**config.mk**
```make
export PLATFORM = sky130hd
export DESIGN_NAME = gab_div
export DESIGN_NICKNAME = d
export VERILOG_FILES = /design/src/sv/gab_pkg.sv /design/src/sv/gab_div.sv
export SDC_FILE = /design/constraint.sdc
export NUM_CORES = 1
export LEC_CHECK = 0
export BUFFER_PORTS_ARGS = -buffer_cell sky130_fd_sc_hd__buf_2
export CORE_UTILIZATION = 55
export CTS_CLUSTER_SIZE = 16
export DETAILED_ROUTE_END_ITERATION = 16
export PLACE_DENSITY_LB_ADDON = 0.1
export SETUP_SLACK_MARGIN = 0.5
export SYNTH_ARGS = -nofsm -noshare
export SYNTH_HDL_FRONTEND = slang
export SYNTH_SLANG_ARGS = --single-unit
```
**constraint.sdc**
```tcl
create_clock -name aclk -period 11.5 [get_ports aclk]
set_clock_uncertainty 0.15 [all_clocks]
set_input_delay 2.3 -clock aclk [delete_from_list [all_inputs] [get_ports aclk]]
set_output_delay 2.3 -clock aclk [all_outputs]
set_load 0.01 [all_outputs]
```
**src/sv/gab_pkg.sv**
```systemverilog
`default_nettype none
// ----------------------------------------------------------------------------
// gab_pkg: shared types and constants for the grouped average bins block
// Beat layouts, bin table word, divider request/status and function codes.
// ----------------------------------------------------------------------------
package gab_pkg;

    localparam int NUM_BINS    = 2048;
    localparam int BIN_AW      = $clog2(NUM_BINS);
    localparam int BIN_ID_W    = 11;
    localparam int RATING_W    = 4;
    localparam int COUNT_W     = 20;
    localparam int SUM_W       = 24;
    localparam int AVG_W       = 12;
    localparam int FRAC_W      = 8;
    localparam int NUM_W       = SUM_W + FRAC_W;
    localparam int DIV_STEP_W  = $clog2(AVG_W);

    localparam logic [COUNT_W-1:0] COUNT_MAX = {COUNT_W{1'b1}};
    localparam logic [AVG_W-1:0]   AVG_MAX   = {AVG_W{1'b1}};

    typedef enum logic [0:0] {
        FUNC_ADD  = 1'b0,
        FUNC_READ = 1'b1
    } func_t;

    typedef struct packed {
        func_t                func;
        logic [BIN_ID_W-1:0]  bin_id;
        logic [RATING_W-1:0]  rating;
    } in_t;

    typedef struct packed {
        logic [BIN_ID_W-1:0]  read_bin;
        logic [AVG_W-1:0]     average;
        logic [COUNT_W-1:0]   sample_count;
        logic                 nonempty;
        logic                 saturated;
    } out_t;

    typedef struct packed {
        logic [COUNT_W-1:0]   count;
        logic [SUM_W-1:0]     sum;
    } bin_t;

    typedef struct packed {
        logic                 valid;
        logic [BIN_ID_W-1:0]  read_bin;
        logic [COUNT_W-1:0]   bin_cnt;
        logic [SUM_W-1:0]     bin_sum;
    } div_req_t;

    typedef struct packed {
        logic                 busy;
        logic                 done;
    } div_stat_t;

endpackage
`default_nettype wire

```
**src/sv/gab_div.sv**
```systemverilog
`default_nettype none
// ----------------------------------------------------------------------------
// gab_div: bin average divider
// Restoring divide of sum*2^FRAC_W by count, one quotient bit per cycle.
// ----------------------------------------------------------------------------
module gab_div (
    input  wire logic              aclk,
    input  wire logic              aresetn,
    input  wire gab_pkg::div_req_t req,
    input  wire logic              take,
    output gab_pkg::div_stat_t     stat,
    output gab_pkg::out_t          res
);
    import gab_pkg::*;

    typedef enum logic [1:0] {
        DIV_IDLE,
        DIV_RUN,
        DIV_DONE
    } div_state_t;

    div_state_t              state_reg;
    logic [DIV_STEP_W-1:0]   step_reg;
    logic [COUNT_W-1:0]      rem_reg;
    logic [AVG_W-1:0]        num_reg;
    logic [AVG_W-1:0]        quo_reg;
    logic [COUNT_W-1:0]      cnt_reg;
    logic [BIN_ID_W-1:0]     bin_reg;
    logic                    ovf_reg;

    logic [NUM_W-1:0]        num_start;
    logic [COUNT_W:0]        trial;
    logic [COUNT_W:0]        diff;
    logic                    trial_ge;
    logic [COUNT_W-1:0]      rem_next;

    assign num_start = {req.bin_sum, FRAC_W'(0)};
    assign trial     = {rem_reg, num_reg[AVG_W-1]};
    assign diff      = trial - {1'b0, cnt_reg};
    assign trial_ge  = trial >= {1'b0, cnt_reg};
    assign rem_next  = trial_ge ? diff[COUNT_W-1:0] : trial[COUNT_W-1:0];

    always_ff @(posedge aclk) begin
        if (!aresetn) begin
            state_reg <= DIV_IDLE;
        end else begin
            unique case (state_reg)
                DIV_IDLE: begin
                    if (req.valid) begin
                        state_reg <= DIV_RUN;
                        step_reg  <= '0;
                        rem_reg   <= num_start[NUM_W-1:AVG_W];
                        num_reg   <= num_start[AVG_W-1:0];
                        quo_reg   <= '0;
                        cnt_reg   <= req.bin_cnt;
                        bin_reg   <= req.read_bin;
                        // quotient would not fit in AVG_W bits
                        ovf_reg   <= num_start[NUM_W-1:AVG_W] >= req.bin_cnt;
                    end
                end
                DIV_RUN: begin
                    rem_reg  <= rem_next;
                    num_reg  <= {num_reg[AVG_W-2:0], 1'b0};
                    quo_reg  <= {quo_reg[AVG_W-2:0], trial_ge};
                    step_reg <= step_reg + DIV_STEP_W'(1);
                    if (step_reg == DIV_STEP_W'(AVG_W - 1)) begin
                        state_reg <= DIV_DONE;
                    end
                end
                DIV_DONE: begin
                    if (take) begin
                        state_reg <= DIV_IDLE;
                    end
                end
                default: state_reg <= DIV_IDLE;
            endcase
        end
    end

    assign stat.busy = state_reg != DIV_IDLE;
    assign stat.done = state_reg == DIV_DONE;

    always_comb begin
        res.read_bin     = bin_reg;
        res.sample_count = cnt_reg;
        res.nonempty     = cnt_reg != '0;
        res.saturated    = cnt_reg == COUNT_MAX;
        if (cnt_reg == '0) begin
            res.average = '0;
        end else if (ovf_reg) begin
            res.average = AVG_MAX;
        end else begin
            res.average = quo_reg;
        end
    end

endmodule
`default_nettype wire

```
Yosys cells after proc, flatten, opt, wreduce, memory -nomap -nowiden
Cells that the tools add are included.
{"block": "classes", "muxes": 15, "n_reduce_logical": 8, "n_eq_ne": 7, "order_cmp": 2, "shift": 0, "div": 0, "bitwise_logic": 0, "n_addsub": 2, "n_mul": 0}
{"op": "2-to-1 mux 12 bit", "n": 4}
{"op": "case mux 12 bit (2 select lines)", "n": 2}
{"op": "2-to-1 mux 20 bit", "n": 2}
{"op": "case mux 20 bit (2 select lines)", "n": 1}
{"op": ">= comparator 21 x 20 -> 1 bit", "n": 1}
{"op": "== test 20 bit (second input constant)", "n": 1}
{"op": ">= comparator 20 bit", "n": 1}
{"op": "zero test 20 bit", "n": 1}
{"op": "nonzero test 20 bit", "n": 1}
{"op": "subtractor 20 bit", "n": 1}
{"op": "AND reduction 3 bit", "n": 3}
{"op": "case mux 4 bit (2 select lines)", "n": 1}
{"op": "2-to-1 mux 2 bit", "n": 3}
{"op": "inequality test 2 bit (second input constant)", "n": 3}
{"op": "case mux 2 bit (3 select lines)", "n": 1}
{"op": "adder 4 x 1 -> 4 bit (second input constant)", "n": 1}
{"op": "== test 4 bit (second input constant)", "n": 1}
{"op": "2-to-1 mux 4 bit", "n": 1}
{"op": "nonzero test 2 bit", "n": 2}
{"op": "== test 2 x 1 -> 1 bit (second input constant)", "n": 1}
{"op": "== test 2 bit (second input constant)", "n": 1}
{"op": "zero test 2 bit", "n": 1}
{"block": "totals", "mem_bits_ro": 0, "reg_bits": 82, "mem_count": 0, "elab_cells": 42, "output_inout_bits": 47, "latchBits": 0, "mem_bits_rw": 0, "inputBits": 59}

Longest topological paths before layout
{"block": "logic_depth", "word_depth": 3, "ltp_mapped": 12, "mapped_depth_nobuf": 12}

Worst setup path before layout
OpenSTA, ideal clock, no wires.
{"block": "synth_path", "path_type": "input to register", "start": "in req[55] in the netlist's numbering", "end": "reg num_reg[10], enable pin", "path_buffers": 0, "stages": 2, "t_arrival_ns": 5.324, "setup_ns": 0.497, "setup_slack_ns": 5.529, "required_ns": 10.853, "path_cell_list": "nor2_1 -> nor3b_1"}
{"block": "synth_between", "elab_chain_len": 2}
{"item": "start, declared", "line_no": "gab_div.sv:9", "rtl": "input wire gab_pkg::div_req_t req,"}
{"item": "inequality test 2 bit (no source line)"}
{"item": "AND reduction 3 bit (no source line)"}
{"item": "end signal, assigned", "line_no": "gab_div.sv:53", "rtl": "num_reg <= num_start[AVG_W-1:0];"}
{"item": "end signal, assigned", "line_no": "gab_div.sv:63", "rtl": "num_reg <= {num_reg[AVG_W-2:0], 1'b0};"}
{"item": "end, declared", "line_no": "gab_div.sv:25", "rtl": "logic [AVG_W-1:0] num_reg;"}
No other way between the ends.
A chain may end at the register's enable or synchronous reset.

==> reports/qor.csv <==
metric,value,unit
status,finished clean,
initial_core_util,57.2,%
final_common_cell,buf_2,
antenna_found_initial,0,
routed_wl,11.4,mm
layout-drive-gt1-share,24.0,%
ys_warn_count,0,
grt_overflow,0,
clk_latency,0.34,ns
place_congestion,0.830,
whs,0.371,ns
cts.repair.resized,0,
finalHoldViolations,0,
leakage,2.48,nW
multi_input_area,2240,um2
place.port_buffers,105,
slowest_delay,0.69,ns
cts_setup_buffers,0,
grt_usage,26.2,%
drv_slew,0,
fmax,212,MHz
synth-xor-area-share,3.15,%
ys_ff_latch,74,
critical_path_required,9.05,ns
most-common-layout-cells,"buf_2, edfxtp_1, nor2_1, inv_1, ha_1",
finalSetupTns,0,ns
yosys-top-cells-area,"edfxtp_1, ha_1, nor2_1",
r2r_cells,9,
netlist.area_leader.share,45.8,%
drtAntennaViolNets,0,
cts_root_buf,clkbuf_8,
rsz0062_at_grt,false,
cts_sinks,74,
die_y,94.7,um
synth_fa_ha_area_share,11.3,%
io_pins,106,
tightestPinTransition,0.977,ns
cts_tree,yes,
clk_pin_slew,0.09,ns
synth_simple_gate_area_share,17.4,%
grt_pass1_vias,3590,
cp-end-kind,primary output,
dr.pass1.iters,5,
via_per_inst,5.66,
start_kind,register,
cp.arrival,2.27,ns
synth_edf_count,72,
cts_buffer_depth,2,
syn_inst,474,
post_synth.cell_area_avg,9.97,um2
drc_errors,0,
cts_hold_buffers,0,
ys.flop_type,edfxtp_1,
fp.dieArea,8970,um2
critPathKind,register to primary output,
row_count,33,
regArea,2200,um2
synth_top_family_by_area,simple AND/OR/NAND/NOR gates,
place_ws,7.15,ns
min_path_type,register to register,
area_growth,16.7,%
setup_viol,0,
die_width,94.7,um
synth-compound-area-share,14.6,%
fin_crit,4.72,ns
cts_inserted_buffers,9,
async_reset_ff_share,0,%
routedWlPerCell,16.6,um
slew_headroom,34.7,%
grt_first_pass_wirelength,17.6,mm
synthMuxAreaShare,0.847,%
synth.cell_area,4730,um2
synth_top_area_cell,edfxtp_1,
first_iter_violations,177,
ir_worst_vdd,0.0905,mV
crit_chain,nor4_1 > nand3_1 > nor2_1 > nor2_1 > buf_2,
fin_ws,6.78,ns
fillers,698,
syn_nets,575,
vias,3899,
seq_area_frac_synth,46.6,%
p_per_area,128,nW/um2
yosysUniqueCellTypes,61,
whs_path_depth,2,
htreeDepth,3,
crit_top_cell,nor2_1,
dp_hpwl,8.64,mm
worstPathMaxFanout,13,
final.period_utilization,41.1,%
coreArea,8260,um2
grt_max_degree,43,
drv_cap,0,
nNetsFinal,681,
cpMaxStageDelayCell,nor2_1,
fin_util,66.8,%
antenna_cells,0,
-- layout make-up --
type	count	area share [%]
tap	105	2.38
inverter	48	3.27
sequential	74	39.9
multi-input combinational	338	40.6
timing repair buffer	109	10.1
clock inverter	6	1.50
clock buffer	9	2.25
-- cells by family (layout without fill, tap and decap cells) --
kind of cell    count (synthesis)  in the layout
simple gates                  167            167
compound gates                108            108
flops                          74             74
buf+inv                        62            172
fa+ha+maj                      42             42
xor+xnor                       17             17
mux                             4              4
-- worst max-delay path: cells and delay by family, from the launching register on --
family | cells | cell delay [ns]
flip-flops | 1 | 0.45
buffers and inverters | 1 | 0.18
AND/OR/NAND/NOR | 4 | 1.30
-- power by group --
| group | leakage [nW] | internal, mW | switching [mW] |
|---|---|---|---|
| clock network | 0.106 | 0.120 | 0.0977 |
| logic | 1.67 | 0.0657 | 0.0928 |
| registers | 0.700 | 0.317 | 0.0100 |
| total | 2.48 | 0.503 | 0.201 |
-- through the flow --
stage	cell area, um2	total power, mW	cells
finish	5520	0.704	689
global route	5520	0.736	689
CTS	5520	0.705	689
detailed placement	5310	0.490	674
global placement	5310	0.486	674
floorplan	4730	0.447	474
-- path summary, 6_finish.rpt --
check	start	to	slack [ns]
setup / recovery	cnt_reg[2]	res[33]	6.78
hold reg to reg	num_reg[8]	num_reg[9]	0.37
setup reg to reg	cnt_reg[4]	rem_reg[15]	7.83
hold / removal	num_reg[8]	num_reg[9]	0.37
-- synthesized netlist by cell type, drive strengths merged, types with 5 or more instances --
cell / number
and2: 14
a21o: 12
nor2b: 8
o21ai: 28
nor2: 52
clkbuf: 7
nand3: 14
o21a: 5
nand4: 8
inv: 48
ha: 41
xnor2: 10
nand2: 39
nor4: 6
buf: 6
nor3: 6
xor2: 7
a21oi: 38
edfxtp: 72
-- per-layer routing --
layer	global-route usage [%]	vias up	share of wire (%)	wire (um)
li1	-	1910	-	-
met4	7.45	0	1.9	214
met3	5.48	15	7.1	810
met5	0	-	0	0
met2	42.3	160	47	5410
met1	35.8	1814	44	4970
Power figures use the tool's default switching activity.
