===== src/sv/gab_ram.sv =====
`default_nettype none
// ----------------------------------------------------------------------------
// gab_ram: generic simple dual-port RAM
// One write port, one read port, read data registered.
// ----------------------------------------------------------------------------
module gab_ram #(
    parameter int WIDTH = 8,
    parameter int DEPTH = 16
) (
    input  wire logic                     aclk,
    input  wire logic                     we,
    input  wire logic [$clog2(DEPTH)-1:0] waddr,
    input  wire logic [WIDTH-1:0]         wdata,
    input  wire logic [$clog2(DEPTH)-1:0] raddr,
    output logic      [WIDTH-1:0]         rdata
);

    logic [WIDTH-1:0] mem_reg [DEPTH];
    logic [WIDTH-1:0] rdata_reg;

    // read returns the old word on a same-address write
    always_ff @(posedge aclk) begin
        if (we) begin
            mem_reg[waddr] <= wdata;
        end
        rdata_reg <= mem_reg[raddr];
    end

    assign rdata = rdata_reg;

endmodule
`default_nettype wire


===== config.mk =====
export PLATFORM = sky130hd
export DESIGN_NAME = gab_ram
export DESIGN_NICKNAME = d
export VERILOG_FILES = /design/src/sv/gab_ram.sv
export SDC_FILE = /design/constraint.sdc
export NUM_CORES = 1
export LEC_CHECK = 0
export BUFFER_PORTS_ARGS = -buffer_cell sky130_fd_sc_hd__buf_2
export CAP_MARGIN = 5
export CELL_PAD_IN_SITES_DETAIL_PLACEMENT = 0
export CELL_PAD_IN_SITES_GLOBAL_PLACEMENT = 2
export CORE_MARGIN = 1
export CORE_UTILIZATION = 45
export CTS_CLUSTER_SIZE = 14
export DETAILED_ROUTE_END_ITERATION = 8
export MAX_ROUTING_LAYER = met4
export PLACE_DENSITY_LB_ADDON = 0.1
export SYNTH_ARGS = -nofsm -noshare
export SYNTH_HDL_FRONTEND = slang
export SYNTH_SLANG_ARGS = --single-unit

===== constraint.sdc =====
create_clock -name aclk -period 2.2 [get_ports aclk]
set_clock_uncertainty 0.1 [all_clocks]
set_input_delay 0.33 -clock aclk [delete_from_list [all_inputs] [get_ports aclk]]
set_output_delay 0.33 -clock aclk [all_outputs]
set_load 0.005 [all_outputs]

# Yosys cells after proc, flatten, opt, wreduce, memory -nomap -nowiden
# Memory sizes are Yosys's and may differ from the RTL's. A register that Yosys moved wholly into a read port is not among the register bits.
# Index checks and enable logic that the tools add are counted.
# op_classes
muxes,2
# op_table
operator,count
2-to-1 mux 1 bit,2
# totals
ff_bits,0
ramBits,128
in_bits,18
mem_count,1
# memory_table
memory,words,width,read_ports,rd_ports_with_merged_regs,write_ports,line,rtl
mem_reg,16,8,1,1,1,18,logic [WIDTH-1:0] mem_reg [DEPTH];

# Depth between registers and ports, before layout
# Gate-level depths: netlist (run 1).
# depth
ltp_word,2
mapped_depth,5
ltp_nobuf,3

# Worst setup path after synthesis (run 1)
# Ideal clock, no wire load.
# synth_path
kind,input to register
from,input port waddr[2]
to,memory mem_reg[0][0] (enable)
setup_time_ps,383
arrival_time_ps,1440
slack_ps,277
path_stages,2
path_buffers,0
path_cell_list,or3b_2 -> nor3_1
# synth_lines
item,line,rtl
"start, declared",12,"input wire logic [$clog2(DEPTH)-1:0] waddr,"
"end, declared",18,
# No word-level cell before the write port.

==> results.yml, run 1 <==
cts:
  worstSkewPairLatency_ns: 0.41
  cts_buffer_depth: 2
  cts_hold_buf: 0
  cts_tree: "done"
  cts_made_buffers: 17
  cts_root_buffer: "clkbuf_16"
  htreeDepth: 4
  ctsResizeCount: 0
  post-cts-setup-buffers: 0
  clk_pin_slew_ns: 0.06
  clock_sinks: 136
sta:
  final-setup-viol-count: 0
  period_share_pct: 67.7
  max_clock_freq_ghz: 0.672
  rsz0062_at_grt: "no"
  hold_viol: 0
  slew_viol_final: 0
  max-slew-margin-rel_pct: 72.1
  setup_tns_ns: 0
  fin_crit_ns: 1.49
  whs_ns: 0.211
  worstMarginPinSlew_ns: 0.418
global_route:
  grt_overflow: 0
  grt_pass1_wl_um: 15200
  grt_start_max_net_pins: 22
  grt_pass1_vias: 2523
  gr-usage-all-layers_pct: 19.5
  antenna_found_initial: 0
finish:
  drive_gt1_share_pct: 32.7
  design_area_um2: 6160
  layout.nets: 303
  multiInputGateArea_um2: 1060
  diodes: 0
  n_fill_cell: 815
  area_growth_pct: 19.7
  regArea_um2: 4000
  largest_reg_flops: 128
placement:
  dpl.hpwl_um: 6250
  gp_congestion: 0.707
  io_buffers: 25
  postPlaceCellArea_um2: 5560
pwr:
  power.density_nw_per_um2: 976
  vdd_drop_max_mv: 0.471
  leakage_nw: 2.11
logic_synthesis:
  synth.yosys.seq_area_share_pct: 77.8
  synth.distinct_cells: 19
  synth-edff-count: 128
  avgSynthCellArea_um2: 22.5
  async_flop_share_pct: 0
  synth_top_flop_cell: "edfxtp_1"
  synth_fp_nets: 247
  synthCells: 229
  ys_seq_elements: 136
  yosysWarnings: 0
  synth.cell_area_um2: 5150
drt:
  dr.pass1.iters: 4
  drc: 0
  routedWlPerCell_um: 22.4
  detail-route-antenna-nets: 0
  post_drt_via_cell_ratio: 5.48
  num_vias: 2396
  drt_iter0_drc: 107
  totalWireLength_um: 9810
run_status:
  run_status: "finished clean"
setup_path:
  cpMaxStageDelayCell: "mux4_1"
  cp.arrival_ns: 1.67
  path_cells: "mux4_1, a22oi_1, nand2_1"
  rrSetupSlack_ns: 0.71
  critPathKind: "reg2reg"
  crit_required_ns: 2.39
  max_stage_delay_ns: 0.55
  crit_fanout: 1
  critPathCaptureType: "flip-flop"
  critPathLaunchType: "flip-flop"
floorplan:
  die-height_um: 109
  die-area_um2: 11900
  num_rows: 38
  ios: 26
  start_util_pct: 46.9
  core_um2: 11000
  die_x_um: 109
hold_path:
  hp-class: "in2reg"
run:
  maxCapViolations: 0
-- cells by family after synthesis --
family                 Yosys count  share of synthesized area (%)
AOI/OAI and AO/OA               16                           2.33
and+or+nand+nor                 35                           3.18
buffers and inverters           10                           1.68
muxes                           32                           15.0
DFF                            136                           77.8
-- critical path: cells and delay by family, from the launching register on --
family             cells  cell delay, ns
muxes                  1            0.55
and+or+nand+nor        1            0.07
AOI/OAI and AO/OA      1            0.29
DFF                    1            0.36
-- final timing paths --
kind,startpoint,end,cells past startpoint
worst max-delay path,mem_reg[10][2]$_DFFE_PP_,rdata[2]$_DFF_P_,3
worst max register to register,mem_reg[10][2]$_DFFE_PP_,rdata[2]$_DFF_P_,3
worst min-delay path,wdata[5],mem_reg[6][5]$_DFFE_PP_,1
worst min register to register,mem_reg[12][1]$_DFFE_PP_,rdata[1]$_DFF_P_,3
-- cell usage in the layout (no fill, tap or decap) --
master      netlist  layout
nand3_1           1       1
clkbuf_16         0      17
and2b_1           1       1
nor3_1            4       4
nor2_1           13      13
nand3b_1          2       2
clkinv_2          0       2
nor2b_1           1       1
buf_4             1      19
nand2_1           9       9
clkinv_4          0       3
buf_12            0       3
clkinvlp_4        0       4
and2_1            1       1
a22oi_1          16      16
edfxtp_1        128     128
mux4_1           14      14
bufinv_16         0       3
nand2b_1          2       2
or3b_2            1       1
mux4_2           18      18
inv_6             0       2
dfxtp_1           8       8
buf_2             3      25
-- power by group --
part / switching, mW / leakage [nW] / total (mW) / internal [mW]
combinational: 0.148 / 0.600 / 0.271 / 0.122
clock: 1.05 / 0.282 / 2.83 / 1.78
sequential: 0.0178 / 1.22 / 2.91 / 2.90
-- cells in the mapped netlist (2+ instances only) --
cell type | count | area, µm²
a22oi_1 | 16 | 120
buf_2 | 3 | 15.0
buf_6 | 3 | 33.8
clkdlybuf4s25_2 | 3 | 30.0
dfxtp_1 | 8 | 160
edfxtp_1 | 128 | 3840
mux4_1 | 14 | 368
mux4_2 | 18 | 405
nand2_1 | 9 | 33.8
nand2b_1 | 2 | 12.5
nand3b_1 | 2 | 15.0
nor2_1 | 13 | 48.8
nor3_1 | 4 | 20.0
-- stage by stage --
stage / util (%) / setup WS [ns] / std cells / power, mW
4_1_cts: 56.1 / 0.641 / 437 / 6.06
5_1_grt: 56.1 / 0.648 / 437 / 6.20
3_3_place_gp: 50.7 / 0.300 / 406 / 3.24
3_5_place_dp: 50.7 / 0.306 / 406 / 3.25
6_report: 56.1 / 0.711 / 437 / 6.02
2_1_floorplan: - / 0.277 / 229 / 3.11
-- area by class of cell --
type | instances | share of cell area, %
Sequential cell | 136 | 65.0
Clock buffer | 17 | 6.90
Multi-Input combinational cell | 83 | 17.2
Tap cell | 140 | 2.84
Timing Repair Buffer | 47 | 5.32
Clock inverter | 14 | 2.82
-- per-layer routing --
layer	wire length, µm	share of wire, %	global-route usage, %
met5	0	0	-
met4	53	0.54	6.37
met3	523	5.3	4.66
met2	4830	49	30.2
met1	4400	45	25.6
Note: power is estimated with default switching activity, not from simulation.
==> inputs of run 2 (changes only) <==
Clock period 2.2 ns to 1.4 ns, I/O delays scaled along.
==> run 2 against run 1 <==
Net effect: worst hold slack got worse by 0.13 ns; count of clock-buffer cells in the layout did not move; first-iteration DRC count up 56%; largest power group unchanged; cell count rose by 2.5%; die area unchanged; wire length rose by 3.5%; sequential share of layout area down 1.3 points; fmax grew 10%.
==> results.yml, run 2 (synthesis gave the netlist of run 1 again) <==
run_status:
  run_status: "finished clean"
placement:
  place_inst: 416
  gp_congestion: 0.695
  postPlaceCellArea_um2: 5740
  io_buffers: 25
  dpl_worst_slack_ns: -0.314
  dpl.hpwl_um: 6790
pwr:
  clock_power_share_pct: 44.4
  vdd_drop_max_mv: 0.664
  cellInternalPower_mw: 7.06
  sw_frac_of_total_pct: 22.1
  power_frac_seq_pct: 50.5
  power.density_nw_per_um2: 1440
  p_sw_mw: 2.01
  power.total_mw: 9.07
  leakage_nw: 2.15
  p_comb_share_pct: 5.1
drt:
  m1WireLength_um: 4660
  num_vias: 2472
  detail-route-antenna-nets: 0
  routedWlPerCell_um: 22.6
  drt_iter0_drc: 167
  dr_wl_met3_um: 431
  post_drt_via_cell_ratio: 5.52
  drc: 0
  totalWireLength_um: 10100
  dr.pass1.iters: 4
  highest_layer: "met4"
  dr_wl_met2_um: 4900
sta:
  worstMarginPinSlew_ns: 0.967
  rsz0062_at_grt: "no"
  setup_tns_ns: 0
  fin_crit_ns: 1.35
  slew_viol_final: 0
  max_clock_freq_ghz: 0.741
  final-setup-viol-count: 0
  max-slew-margin-rel_pct: 35.3
  period_share_pct: 96.4
  finalWorstSetupSlack_ns: 0.0506
  whs_ns: 0.0803
  hold_viol: 0
floorplan:
  num_rows: 38
  ios: 26
  core_um2: 11000
  die_x_um: 109
  start_util_pct: 46.9
  die-height_um: 109
  die-area_um2: 11900
global_route:
  grt_overflow: 0
  gr-usage-all-layers_pct: 20.1
  grt_pass1_vias: 2561
  grt_start_max_net_pins: 19
  antenna_found_initial: 0
  grt_pass1_wl_um: 15600
cts:
  ctsResizeCount: 3
  clk_pin_slew_ns: 0.06
  cts_root_buffer: "clkbuf_16"
  worstSkewPairLatency_ns: 0.41
  cts_buffer_depth: 2
  cts_tree: "done"
  clock_sinks: 136
  cts_made_buffers: 17
  htreeDepth: 4
  post-cts-setup-buffers: 0
  cts_hold_buf: 0
setup_path:
  path_cells: "mux4_1, a22oi_1, nand2_1"
  max_stage_delay_ns: 0.50
  critPathCaptureType: "flip-flop"
  crit_required_ns: 1.59
  critPathKind: "reg2reg"
  cp.arrival_ns: 1.54
  cpMaxStageDelayCell: "mux4_1"
  critPathLaunchType: "flip-flop"
  crit_fanout: 1
finish:
  stdcell_count: 448
  design_area_um2: 6290
  post-route-util_pct: 57.3
  layout_common_cells: "128 x edfxtp_1, 25 x buf_2, 24 x buf_4"
  layout.nets: 313
  diodes: 0
  drive_gt1_share_pct: 40.3
  final_common_cell: "edfxtp_1"
  largest_reg_flops: 128
  area_growth_pct: 22.3
run:
  maxCapViolations: 0
hold_path:
  hp-class: "in2reg"
-- run 2: cell types whose count changed in the layout (fill, tap and decap cells not counted), moves of 4 or more --
cell	before	now
buf_12	3	8
mux4_1	14	10
nor3_1	4	0
mux4_2	18	22
a22oi_1	16	11
buf_4	19	24
a22oi_2	0	5
-- run 2: per-layer routing --
metal  vias to the layer above  GRT usage (%)
li1                       1107              -
met1                      1292           27.6
met2                        61           30.1
met3                        12           4.36
met4                         0           6.85
met5                         -              -
-- run 2: path summary, 6_finish.rpt --
check | cells past startpoint | startpoint | endpoint | slack [ns]
setup / recovery | 3 | mem_reg[2][2]$_DFFE_PP_ | rdata[2]$_DFF_P_ | 0.05
hold / removal | 1 | wdata[6] | mem_reg[14][6]$_DFFE_PP_ | 0.08
setup reg to reg | 3 | mem_reg[2][2]$_DFFE_PP_ | rdata[2]$_DFF_P_ | 0.05
hold reg to reg | 3 | mem_reg[15][2]$_DFFE_PP_ | rdata[2]$_DFF_P_ | 0.57
-- run 2: area by class of cell --
type | instances | area (µm²)
Sequential cell | 136 | 4000
Tap cell | 140 | 175
Multi-Input combinational cell | 83 | 1100
Timing Repair Buffer | 57 | 465
Clock inverter | 15 | 120
Fill cell | 828 | 4690
Clock buffer | 17 | 425
-- run 2: critical path: cells and delay by family (launching register included) --
family	cells	cell delay, ns
flip-flops	1	0.37
multiplexers	1	0.50
AO/OA/AOI/OAI	1	0.19
AND/OR/NAND/NOR	1	0.08
-- run 2: power groups by stage --
| stage | Clock, mW | Sequential, mW | Combinational (mW) |
|---|---|---|---|
| detailed placement | 0 | 4.66 | 0.465 |
| finish | 4.03 | 4.58 | 0.466 |
| CTS | 4.08 | 4.58 | 0.469 |
| global placement | 0 | 4.66 | 0.462 |
| floorplan | 0 | 4.66 | 0.239 |
| global route | 4.26 | 4.58 | 0.505 |
